$ cat config.mk
export PLATFORM = sky130hd
export DESIGN_NAME = priority_schedule_waiting_times
export DESIGN_NICKNAME = d
export VERILOG_FILES = /design/src/sv/psw_pkg.sv /design/src/sv/psw_ram.sv /design/src/sv/psw_div.sv /design/src/sv/priority_schedule_waiting_times.sv
export SDC_FILE = /design/constraint.sdc
export NUM_CORES = 1
export LEC_CHECK = 0
export BUFFER_PORTS_ARGS = -buffer_cell sky130_fd_sc_hd__buf_2
export CAP_MARGIN = 0
export CORE_ASPECT_RATIO = 2
export CORE_UTILIZATION = 47
export CTS_CLUSTER_DIAMETER = 40
export DETAILED_ROUTE_END_ITERATION = 7
export GPL_TIMING_DRIVEN = 1
export PLACE_DENSITY = 0.66
export SLEW_MARGIN = 20
export SYNTH_ARGS = -nofsm -noshare
export SYNTH_HDL_FRONTEND = slang
export SYNTH_SLANG_ARGS = --single-unit
$ cat constraint.sdc
create_clock -name clock -period 6.1 [get_ports clock]
set_input_delay 1.22 -clock clock [delete_from_list [all_inputs] [get_ports clock]]
set_output_delay 1.22 -clock clock [all_outputs]
set_load 0.02 [all_outputs]
$ cat src/sv/psw_pkg.sv
// Shared types for the priority schedule block: request, response and the
// packed process entry kept in the process memory. No dependencies.
`timescale 1ns / 1ps

package psw_pkg;

   localparam int BURST_W = 16;
   localparam int PRIO_W  = 8;
   localparam int NUM_W   = 5;
   localparam int TIME_W  = 20;

   typedef struct packed {
      logic [BURST_W-1:0] burst_time;
      logic [PRIO_W-1:0]  priority_level;
      logic               last_process;
   } psw_req_type;

   typedef struct packed {
      logic [NUM_W-1:0]   process_number;
      logic [BURST_W-1:0] burst_out;
      logic [TIME_W-1:0]  waiting_time;
      logic [TIME_W-1:0]  turnaround_time;
      logic [TIME_W-1:0]  average_waiting;
      logic [TIME_W-1:0]  average_turnaround;
      logic               overflow_flag;
      logic               last_result;
   } psw_rsp_type;

   // one stored process
   typedef struct packed {
      logic [PRIO_W-1:0]  priority_level;
      logic [BURST_W-1:0] burst;
      logic [NUM_W-1:0]   number;
   } psw_entry_type;

endpackage

$ cat src/sv/psw_ram.sv
// Generic single write port, single read port RAM with registered read data.
// No dependencies.
`timescale 1ns / 1ps

module psw_ram #(
   parameter int WIDTH = 8,
   parameter int DEPTH = 16,
   localparam int ADDR_W = (DEPTH > 1) ? $clog2(DEPTH) : 1
) (
   input  logic              clock,
   input  logic              wr_en,
   input  logic [ADDR_W-1:0] wr_addr,
   input  logic [WIDTH-1:0]  wr_data,
   input  logic [ADDR_W-1:0] rd_addr,
   output logic [WIDTH-1:0]  rd_data
);

   logic [WIDTH-1:0] mem_ff [DEPTH];
   logic [WIDTH-1:0] rd_data_ff;

   always_ff @(posedge clock) begin
      if (wr_en) begin
         mem_ff[wr_addr] <= wr_data;
      end
      rd_data_ff <= mem_ff[rd_addr];
   end

   assign rd_data = rd_data_ff;

endmodule

$ cat src/sv/psw_div.sv
// Restoring divider, one quotient bit per cycle.
// No dependencies.
`timescale 1ns / 1ps

module psw_div #(
   parameter int DIVIDEND_W = 26,
   parameter int DIVISOR_W  = 5
) (
   input  logic                  clock,
   input  logic                  reset,
   input  logic                  start,
   input  logic [DIVIDEND_W-1:0] dividend,
   input  logic [DIVISOR_W-1:0]  divisor,
   output logic                  done,
   output logic [DIVIDEND_W-1:0] quotient
);

   localparam int STEP_W = $clog2(DIVIDEND_W + 1);

   logic                  busy_ff, busy_in;
   logic                  done_ff, done_in;
   logic [STEP_W-1:0]     cnt_ff, cnt_in;
   logic [DIVIDEND_W-1:0] quo_ff, quo_in;
   logic [DIVISOR_W-1:0]  rem_ff, rem_in;

   logic [DIVISOR_W:0]    rem_sh;
   logic [DIVISOR_W:0]    rem_diff;
   logic                  ge;

   always_comb begin
      rem_sh   = {rem_ff, quo_ff[DIVIDEND_W-1]};
      ge       = (rem_sh >= {1'b0, divisor});
      rem_diff = rem_sh - {1'b0, divisor};

      busy_in = busy_ff;
      done_in = 1'b0;
      cnt_in  = cnt_ff;
      quo_in  = quo_ff;
      rem_in  = rem_ff;

      if (start) begin
         busy_in = 1'b1;
         cnt_in  = STEP_W'(DIVIDEND_W);
         quo_in  = dividend;
         rem_in  = '0;
      end else if (busy_ff) begin
         // dividend shifts out the top while quotient bits enter the bottom
         quo_in = {quo_ff[DIVIDEND_W-2:0], ge};
         rem_in = ge ? rem_diff[DIVISOR_W-1:0] : rem_sh[DIVISOR_W-1:0];
         cnt_in = cnt_ff - 1'b1;
         if (cnt_ff == STEP_W'(1)) begin
            busy_in = 1'b0;
            done_in = 1'b1;
         end
      end
   end

   always_ff @(posedge clock) begin
      if (reset) begin
         busy_ff <= 1'b0;
         done_ff <= 1'b0;
         cnt_ff  <= '0;
      end else begin
         busy_ff <= busy_in;
         done_ff <= done_in;
         cnt_ff  <= cnt_in;
      end
      quo_ff <= quo_in;
      rem_ff <= rem_in;
   end

   assign done     = done_ff;
   assign quotient = quo_ff;

endmodule

$ cat src/sv/priority_schedule_waiting_times.sv
// Non-preemptive priority scheduler: loads processes, sorts them by priority
// in the process memory and reports waiting and turnaround times.
// Depends on psw_pkg, psw_ram and psw_div.
//
//   channel   direction  handshake              payload
//   req       in         req_valid / req_stall  psw_req_type
//   rsp       out        rsp_valid / rsp_stall  psw_rsp_type
//
// Loading accepts one request per cycle. After the last request the selection
// sort runs in the memory: each position is scanned through the registered
// read port, then the swap is written back in two states (ST_SWAP_MIN,
// ST_SWAP_SEL), the memory port being the limit. The averages come from the
// bit-serial dividers, then each result is read and then captured. Reset is
// synchronous and clears control state only; the memory needs no clearing
// pass. req_stall is high outside the load phase; a stalled result holds the
// output register, and the next set may load while the final result still
// waits.
`timescale 1ns / 1ps

module priority_schedule_waiting_times #(
   parameter int MAX_PROCS = 16
) (
   input  logic                  clock,
   input  logic                  reset,
   input  logic                  req_valid,
   output logic                  req_stall,
   input  psw_pkg::psw_req_type  req_data,
   output logic                  rsp_valid,
   input  logic                  rsp_stall,
   output psw_pkg::psw_rsp_type  rsp_data
);

   import psw_pkg::*;

   localparam int CNT_W   = $clog2(MAX_PROCS + 1);
   localparam int ADDR_W  = (MAX_PROCS > 1) ? $clog2(MAX_PROCS) : 1;
   localparam int SUM_W   = BURST_W + CNT_W;
   localparam int TOT_W   = SUM_W + CNT_W;
   localparam int ENTRY_W = $bits(psw_entry_type);

   typedef enum logic [2:0] {
      ST_LOAD,
      ST_SCAN,
      ST_SWAP_MIN,
      ST_SWAP_SEL,
      ST_DIV,
      ST_EMIT_RD,
      ST_EMIT_CAP
   } state_type;

   state_type     state_ff, state_in;
   logic [CNT_W-1:0]  cnt_ff, cnt_in;
   logic              dropped_ff, dropped_in;
   logic [CNT_W-1:0]  i_ff, i_in;
   logic [CNT_W-1:0]  j_ff, j_in;
   logic [CNT_W-1:0]  k_ff, k_in;
   logic              rvalid_ff, rvalid_in;
   logic [ADDR_W-1:0] ridx_ff, ridx_in;
   logic [ADDR_W-1:0] sel_ff, sel_in;
   psw_entry_type     cur_ff, cur_in;
   psw_entry_type     min_ff, min_in;
   logic [SUM_W-1:0]  prefix_ff, prefix_in;
   logic [TOT_W-1:0]  wtot_ff, wtot_in;
   logic [TOT_W-1:0]  ttot_ff, ttot_in;
   logic              rsp_valid_ff, rsp_valid_in;
   psw_rsp_type       rsp_data_ff, rsp_data_in;

   logic              wr_en;
   logic [ADDR_W-1:0] wr_addr;
   psw_entry_type     wr_data;
   logic [ADDR_W-1:0] rd_addr;
   logic [ENTRY_W-1:0] rd_raw;
   psw_entry_type     rd_data;

   logic              div_start;
   logic              done_w, done_t;
   logic [TOT_W-1:0]  quo_w, quo_t;

   logic              req_fire;
   logic [CNT_W:0]    num_full;
   logic [SUM_W-1:0]  prefix_next;
   logic              fin;

   psw_ram #(
      .WIDTH (ENTRY_W),
      .DEPTH (MAX_PROCS)
   ) u_ram (
      .clock   (clock),
      .wr_en   (wr_en),
      .wr_addr (wr_addr),
      .wr_data (wr_data),
      .rd_addr (rd_addr),
      .rd_data (rd_raw)
   );

   assign rd_data = psw_entry_type'(rd_raw);

   psw_div #(
      .DIVIDEND_W (TOT_W),
      .DIVISOR_W  (CNT_W)
   ) u_div_wait (
      .clock    (clock),
      .reset    (reset),
      .start    (div_start),
      .dividend (wtot_ff),
      .divisor  (cnt_ff),
      .done     (done_w),
      .quotient (quo_w)
   );

   psw_div #(
      .DIVIDEND_W (TOT_W),
      .DIVISOR_W  (CNT_W)
   ) u_div_turn (
      .clock    (clock),
      .reset    (reset),
      .start    (div_start),
      .dividend (ttot_ff),
      .divisor  (cnt_ff),
      .done     (done_t),
      .quotient (quo_t)
   );

   assign req_stall = (state_ff != ST_LOAD);
   assign req_fire  = req_valid && !req_stall;

   always_comb begin
      state_in     = state_ff;
      cnt_in       = cnt_ff;
      dropped_in   = dropped_ff;
      i_in         = i_ff;
      j_in         = j_ff;
      k_in         = k_ff;
      rvalid_in    = 1'b0;
      ridx_in      = j_ff[ADDR_W-1:0];
      sel_in       = sel_ff;
      cur_in       = cur_ff;
      min_in       = min_ff;
      prefix_in    = prefix_ff;
      wtot_in      = wtot_ff;
      ttot_in      = ttot_ff;
      rsp_valid_in = rsp_valid_ff && rsp_stall;
      rsp_data_in  = rsp_data_ff;

      num_full    = {1'b0, cnt_ff} + 1'b1;
      prefix_next = '0;
      fin         = 1'b0;

      wr_en   = 1'b0;
      wr_addr = cnt_ff[ADDR_W-1:0];
      wr_data.priority_level = req_data.priority_level;
      wr_data.burst          = req_data.burst_time;
      wr_data.number         = NUM_W'(num_full);
      rd_addr   = j_ff[ADDR_W-1:0];
      div_start = 1'b0;

      case (state_ff)
         ST_LOAD: begin
            if (req_fire) begin
               if (cnt_ff < CNT_W'(MAX_PROCS)) begin
                  wr_en  = 1'b1;
                  cnt_in = cnt_ff + 1'b1;
               end else begin
                  dropped_in = 1'b1;
               end
               if (req_data.last_process) begin
                  i_in     = '0;
                  j_in     = '0;
                  state_in = ST_SCAN;
               end
            end
         end

         ST_SCAN: begin
            if (j_ff < cnt_ff) begin
               rvalid_in = 1'b1;
               j_in      = j_ff + 1'b1;
            end
            if (rvalid_ff) begin
               // first read of the pass is the entry at position i
               if (ridx_ff == i_ff[ADDR_W-1:0]) begin
                  cur_in = rd_data;
                  min_in = rd_data;
                  sel_in = ridx_ff;
               end else if (rd_data.priority_level < min_ff.priority_level) begin
                  min_in = rd_data;
                  sel_in = ridx_ff;
               end
               if (CNT_W'(ridx_ff) + 1'b1 == cnt_ff) begin
                  state_in = ST_SWAP_MIN;
               end
            end
         end

         ST_SWAP_MIN: begin
            wr_en       = 1'b1;
            wr_addr     = i_ff[ADDR_W-1:0];
            wr_data     = min_ff;
            prefix_next = prefix_ff + SUM_W'(min_ff.burst);
            wtot_in     = wtot_ff + TOT_W'(prefix_ff);
            ttot_in     = ttot_ff + TOT_W'(prefix_next);
            prefix_in   = prefix_next;
            state_in    = ST_SWAP_SEL;
         end

         ST_SWAP_SEL: begin
            wr_en   = 1'b1;
            wr_addr = sel_ff;
            wr_data = cur_ff;
            i_in    = i_ff + 1'b1;
            j_in    = i_ff + 1'b1;
            if (i_ff + 1'b1 == cnt_ff) begin
               div_start = 1'b1;
               state_in  = ST_DIV;
            end else begin
               state_in = ST_SCAN;
            end
         end

         ST_DIV: begin
            if (done_w) begin
               prefix_in = '0;
               k_in      = '0;
               state_in  = ST_EMIT_RD;
            end
         end

         ST_EMIT_RD: begin
            rd_addr = k_ff[ADDR_W-1:0];
            if (!rsp_valid_ff || !rsp_stall) begin
               state_in = ST_EMIT_CAP;
            end
         end

         ST_EMIT_CAP: begin
            rd_addr     = k_ff[ADDR_W-1:0];
            fin         = (k_ff + 1'b1 == cnt_ff);
            prefix_next = prefix_ff + SUM_W'(rd_data.burst);

            rsp_valid_in                   = 1'b1;
            rsp_data_in.process_number     = rd_data.number;
            rsp_data_in.burst_out          = rd_data.burst;
            rsp_data_in.waiting_time       = TIME_W'(prefix_ff);
            rsp_data_in.turnaround_time    = TIME_W'(prefix_next);
            rsp_data_in.average_waiting    = fin ? TIME_W'(quo_w) : '0;
            rsp_data_in.average_turnaround = fin ? TIME_W'(quo_t) : '0;
            rsp_data_in.overflow_flag      = dropped_ff;
            rsp_data_in.last_result        = fin;

            prefix_in = prefix_next;
            k_in      = k_ff + 1'b1;
            if (fin) begin
               cnt_in     = '0;
               dropped_in = 1'b0;
               prefix_in  = '0;
               wtot_in    = '0;
               ttot_in    = '0;
               state_in   = ST_LOAD;
            end else begin
               state_in = ST_EMIT_RD;
            end
         end

         default: begin
            state_in = ST_LOAD;
         end
      endcase
   end

   always_ff @(posedge clock) begin
      if (reset) begin
         state_ff     <= ST_LOAD;
         cnt_ff       <= '0;
         dropped_ff   <= 1'b0;
         i_ff         <= '0;
         j_ff         <= '0;
         k_ff         <= '0;
         rvalid_ff    <= 1'b0;
         prefix_ff    <= '0;
         wtot_ff      <= '0;
         ttot_ff      <= '0;
         rsp_valid_ff <= 1'b0;
      end else begin
         state_ff     <= state_in;
         cnt_ff       <= cnt_in;
         dropped_ff   <= dropped_in;
         i_ff         <= i_in;
         j_ff         <= j_in;
         k_ff         <= k_in;
         rvalid_ff    <= rvalid_in;
         prefix_ff    <= prefix_in;
         wtot_ff      <= wtot_in;
         ttot_ff      <= ttot_in;
         rsp_valid_ff <= rsp_valid_in;
      end
      ridx_ff     <= ridx_in;
      sel_ff      <= sel_in;
      cur_ff      <= cur_in;
      min_ff      <= min_in;
      rsp_data_ff <= rsp_data_in;
   end

   assign rsp_valid = rsp_valid_ff;
   assign rsp_data  = rsp_data_ff;

`ifndef ASSERT_OFF
   a_cnt_bound: assert property (@(posedge clock) disable iff (reset)
      cnt_ff <= CNT_W'(MAX_PROCS))
      else $error("loaded count beyond capacity");

   a_cap_slot_free: assert property (@(posedge clock) disable iff (reset)
      (state_ff == ST_EMIT_CAP) |-> !rsp_valid_ff)
      else $error("result captured over a pending one");

   a_sel_range: assert property (@(posedge clock) disable iff (reset)
      (state_ff == ST_SWAP_MIN) |-> (CNT_W'(sel_ff) >= i_ff && CNT_W'(sel_ff) < cnt_ff))
      else $error("selected entry outside the unsorted range");

   a_div_lockstep: assert property (@(posedge clock) disable iff (reset)
      done_w == done_t)
      else $error("dividers out of step");

   a_set_cleared: assert property (@(posedge clock) disable iff (reset)
      (state_ff == ST_EMIT_CAP && k_ff + 1'b1 == cnt_ff) |=>
         (state_ff == ST_LOAD && cnt_ff == '0 && !dropped_ff))
      else $error("set not cleared after final result");
`endif

endmodule

; ---- Word level (Yosys, flattened, before mapping)
; Memory sizes are Yosys's and may differ from the RTL's. A register that Yosys moved wholly into a read port is not among the register bits.
; Cells that the tools add are included.
[word_totals]
register_bits = 343
ramBits = 464
in_bits = 29
output_inout_bits = 105
word_cells = 177
mem_count = 1
[op_classes]
add_sub_neg = 14
magnitude_cmp = 5
n_eq_ne = 22
muxes = 63
bitwise = 2
n_reduce_logical = 32
[mem_list]
columns = name, words, word_bits, rd, rd_clocked_by_memory_dff, write_ports, line
row1 = u_ram.mem_ff, 16, 29, 1, 1, 1, psw_ram.sv:18  ; logic [WIDTH-1:0] mem_ff [DEPTH];
[op_table]
columns = cell, n
row1 = $mux 26, 5
row2 = $pmux 26 s2, 2
row3 = $mux 5, 13
row4 = $pmux 21 s3, 1
row5 = $mux 29, 2
row6 = $pmux 29 s2, 1
row7 = $add 26x21->26, 2
row8 = $add 21x16->21, 2
row9 = $mux 21, 2
row10 = $pmux 5 s2, 3
row11 = $add 5x1->5 const B, 5
row12 = $mux 3, 8
row13 = $pmux 3 s7, 1
row14 = $mux 1, 18
row15 = $ne 2x2->1 const B, 9
row16 = $eq 5x5->1, 3
row17 = $pmux 5 s3, 1
row18 = $reduce_bool 2->1, 7
row19 = $ge 6x5->1, 2
row20 = $mux 4, 3
row21 = $reduce_and 4->1, 3
row22 = $eq 5x1->1 const B, 2
row23 = $sub 5x1->5 const B, 2
row24 = $sub 5x5->5, 2
row25 = 22 further kinds, 39

; ---- Logic depth before layout (Yosys ltp)
[logic_depth]
ltp_word = 7
depth_mapped = 20
ltp_nobuf = 20

; ---- By module
; A second synthesis with hierarchy kept.
[unflattened]
cells_unflattened = 2418
area_unflattened_um2 = 35841.9
[modules_own_cells]
columns = module, n_inst, cells_each, area_each_um2, seq_area_each_um2
row1 = psw_ram, 1, 761, 18032.3, 14513.9
row2 = priority_schedule_waiting_times, 1, 1363, 14118.5, 7016.7
row3 = psw_div, 2, 147, 1845.5, 1021.0

; ---- Least setup slack after synthesis
; Ideal clock, no wire load.
[synth_path]
path_kind = reg2reg
startpoint = register state_ff[2]
endpoint = register wtot_ff[25]
setup_time_ps = 128
arrival_ps = 4148
required_time_ps = 5972
setup_slack_ps = 1824
path_stages_with_launch = 10
n_path_buf = 0
synth_period_minus_slack_ps = 4276
cell_sequence = dfxtp_1 nor2b_1 nand2_1 inv_1 a31oi_1 nor2_1 nand4_1 o22ai_1 xnor2_1 nor2_1
[synth_via]
elab_chain_cells = 3
elab_cells_between_ends = 6
classes_between = eq/ne: 3 / mux: 1 / reduce/logical: 2
[synth_lines]
columns = item, line
row1 = start: declaration, priority_schedule_waiting_times.sv:51  ; state_type state_ff, state_in;
row2 = start signal: assignment, priority_schedule_waiting_times.sv:284  ; state_ff <= state_in;
row3 = $eq 3x3->1 or $eq 3x2->1 (tied branches), priority_schedule_waiting_times.sv:157  ; case (state_ff)
row4 = $ne 2x2->1 (no line) or $reduce_bool 2->1 (tied branches), --
row5 = $reduce_and 2->1 (no line), --
row6 = end signal: assignment, priority_schedule_waiting_times.sv:292  ; wtot_ff <= wtot_in;
row7 = end: declaration, priority_schedule_waiting_times.sv:63  ; logic [TOT_W-1:0] wtot_ff, wtot_in;
; Parallel ways exist; a longest one is shown, timed or not.
; A chain may end at the register's enable or synchronous reset.

; ---- Worst setup path after layout
[layout_path]
startpoint = register min_ff[5] in the netlist's numbering
endpoint = register ttot_ff[23]
[layout_via]
elab_chain_cells = 3
[layout_lines]
columns = item, line
row1 = start: declaration, priority_schedule_waiting_times.sv:61  ; psw_entry_type min_ff, min_in;
row2 = start signal: assignment, priority_schedule_waiting_times.sv:299  ; min_ff <= min_in;
row3 = $add 21x16->21, priority_schedule_waiting_times.sv:199  ; prefix_next = prefix_ff + SUM_W'(min_ff.burst);
row4 = $add 26x21->26, priority_schedule_waiting_times.sv:201  ; ttot_in = ttot_ff + TOT_W'(prefix_next);
row5 = $pmux 26 s2, priority_schedule_waiting_times.sv:157
row6 = end signal: assignment, priority_schedule_waiting_times.sv:293  ; ttot_ff <= ttot_in;
row7 = end: declaration, priority_schedule_waiting_times.sv:64  ; logic [TOT_W-1:0] ttot_ff, ttot_in;
; Every way passes these cells.

==> reports/results.ini <==
[detailed_routing]
wire_per_inst_um=24.1
dr.pass1.iters=7
ant_nets=0
wl_um=91900
vias=22155
drt_iter0_markers=1413
drc=0
vias_per_cell=5.82

[synthesis]
avgSynthCellArea_um2=14.1
synth_area_leaders=edfxtp_1, dfxtp_1, mux4_2
async_flop_share=0
syn_area_mm2=0.0361
yosys.area.top_type=edfxtp_1
ys_ff_latch=836
yosysTopAreaCellShare=0.566
synth-main-ff-cell=edfxtp_1
ys_seq_area_frac=0.652
synth-edff-count=681
syn-instance-count=2565
synth_nets=2704
yosys_warnings=0
synth_cell_type_count=86

[cts]
cts_tree=yes
cts_num_sinks=836
h-tree-depth=3
cts_resized=0
clockBufferDepth=3
cts_hold_buf=0
clk_pin_slew_ns=0.07
cts_made_buffers=79
worstSkewPairLatency_ns=0.69
post_cts_buffers=0
root_buffer=clkbuf_16

[final_layout]
antennaDiodeCount=0
final_util=0.539
fin_nets=2864
post_route_cells_drive_above_1_share=0.180
syn2layout_area_growth_pct=13.5
final_cells=3806
fillers=6190

[timing]
hold_viol=0
period_needed_ns=4.66
setup_viol=0
maxSlewHeadroom=0.226
worst_slew_pin_slew_ns=1.16
fin_crit_sh=0.764
fmax_ghz=0.215
finClkSkew_ns=0.0266
setup_tns_ns=0
rsz0062_at_grt=no
drv_slew=0

[floorplanning]
rows=143
ios=134
chipWidth_um=198
core_region_area_mm2=0.0760
initial_utilization=0.475
die_area_mm2=0.0780
fp.dieH_um=394

[worst_setup_path]
crit_start=min_ff[5]
rrSetupSlack_ns=1.44
endpoint=ttot_ff[23]
crit_type=flop to flop
r2r_cells=20
critPathMaxStageDelay_ns=0.42
crit_top_cell=a21o_1
critPathCaptureType=flop
start_kind=flop
slowest_stage=o31a_1
worstReg2RegEnd=ttot_ff[23]
critical_path_required_ns=6.65
cp.arrival_ns=5.21
crit_path_cell_trace=ha_1 > inv_1 > fa_1 > nor2b_4 > o31ai_2 > a21oi_1 > o31ai_2 > o31ai_1 > o31a_1 > xor2_1 > ha_1 > a21o_1 > a21o_1 > a21o_1 > a21o_1 > a211oi_1 > o21ai_0 > nand4_1 > xor2_1 > nor2_1
cp_max_fo=6
reg2reg_from=min_ff[5]

[global_routing]
grt_pass1_wl_um=138000
grt_util_all_layers=0.241
grt-ovfl-total=0
grt_max_degree=76
grt_pass1_vias=23002
grt_antenna_before_repair=1

[power_and_ir_drop]
powerDensity_mw_per_mm2=304
vdd_drop_max_v=0.000252
total_power_mw=12.5
leakage_nw=15.1

[flow_run]
cap_violations=0

[placed_design]
place.gp.congestion=0.930
dp.cells=3658
port_buffers=133
place_hpwl_um=61700

[run_status]
status=finished, final reports clean

[hold_path]
min_path_type=flop to flop

==> layout make-up <==
| cell class | instances | area, um2 | share of cell area |
|---|---|---|---|
| Sequential cell | 836 | 23600 | 0.575 |
| Timing Repair Buffer | 201 | 1220 | 0.0297 |
| Tap cell | 1015 | 1270 | 0.0310 |
| Clock buffer | 92 | 2060 | 0.0502 |
| Multi-Input combinational cell | 1559 | 12000 | 0.293 |
| Inverter | 48 | 183 | 0.00446 |
| Clock inverter | 55 | 708 | 0.0173 |
==> flip-flops by register name, indices dropped and copies added, names as in the netlist, 5 cells and up <==
name	count
u_ram.mem_ff	464
rsp_data	103
cur_ff	29
min_ff	29
u_ram.rd_data	29
ttot_ff	26
u_div_turn.quotient	26
u_div_wait.quotient	26
wtot_ff	26
prefix_ff	21
cnt_ff	5
i_ff	5
j_ff	5
k_ff	5
u_div_turn.cnt_ff	5
u_div_turn.rem_ff	5
u_div_wait.cnt_ff	5
u_div_wait.rem_ff	5
==> where the power goes <==
part | total, mW | internal (mW) | switching, mW
Clock | 5.22 | 2.92 | 2.30
Combinational | 0.838 | 0.331 | 0.507
Sequential | 6.40 | 6.31 | 0.0966
Total | 12.5 | 9.56 | 2.91
==> logic make-up after synthesis <==
group                      count (synthesis)  share of synthesized area
DFF                                      836                      0.652
and+or+nand+nor                          704                     0.0876
AOI/OAI and AO/OA                        476                     0.0882
buffers and inverters                    170                     0.0214
muxes                                    161                     0.0853
adders and majority gates                110                     0.0393
xor gates and xnor gates                 108                     0.0262
==> synthesized netlist by cell type, drive strengths merged, types with 7 or more instances <==
cell	n
mux4	116
a22oi	29
buf	38
a21o	48
a211oi	47
ha	104
and3	46
o21ai	95
xnor2	63
nand3	27
a211o	11
nand2	327
o31ai	10
or3	7
dfxtp	155
mux2i	42
nor2	152
nor2b	21
xor2	45
edfxtp	681
clkbuf	84
a21oi	98
nor3	46
o22ai	8
nand2b	16
nand4	8
a221oi	16
inv	48
and2	35
a31oi	45
o21a	18
==> worst max-delay path: cells and delay by family, from the launching register on <==
kind	cells	cell delay, ns
AO/OA/AOI/OAI	11	2.54
XOR/XNOR	2	0.33
adder cells (fa/ha/maj)	3	0.91
buffers and inverters	1	0.09
flip-flops	1	0.40
AND/OR/NAND/NOR	3	0.27
==> cell usage in the layout (no fill, tap or decap), types with 47 or more instances in the layout <==
master     instances
buf_4             63
clkbuf_16         80
edfxtp_1         681
buf_2            133
xnor2_1           63
o21ai_0           82
nand2_1          324
nor2_1           134
ha_1             104
a21o_1            47
a211oi_1          47
mux4_2           116
dfxtp_1          154
inv_1             47
a21oi_1           97
==> per-stage QoR <==
| stage | setup WS [ns] | instance area (um2) | hold WS (ns) |
|---|---|---|---|
| after detailed placement | 1.48 | 38200 | 0.435 |
| after floorplan | 1.82 | 36100 | 0.393 |
| final | 1.44 | 41000 | 0.462 |
| after global routing | 1.19 | 41000 | 0.473 |
| after CTS | 1.46 | 41000 | 0.461 |
| after global placement | 1.42 | 38200 | 0.433 |
==> worst min path at each step <==
stage / slack, ns / endpoint / cells after the start / startpoint
6_report: 0.46 / min_ff[21] / 0 / u_ram.rd_data[21]
2_1_floorplan: 0.39 / ridx_ff[3] / 0 / j_ff[3]
5_1_grt: 0.47 / min_ff[21] / 0 / u_ram.rd_data[21]
4_1_cts: 0.46 / min_ff[21] / 0 / u_ram.rd_data[21]
3_5_place_dp: 0.44 / min_ff[21] / 0 / u_ram.rd_data[21]
3_3_place_gp: 0.43 / min_ff[21] / 0 / u_ram.rd_data[21]
==> layer usage <==
metal	GRT usage	vias up	wire, um
met4	0.141	0	5340
met5	0	-	0
met3	0.0350	240	4480
met2	0.432	770	48400
li1	-	10076	-
met1	0.267	11069	33700
Note: power is estimated with default switching activity, not from simulation.
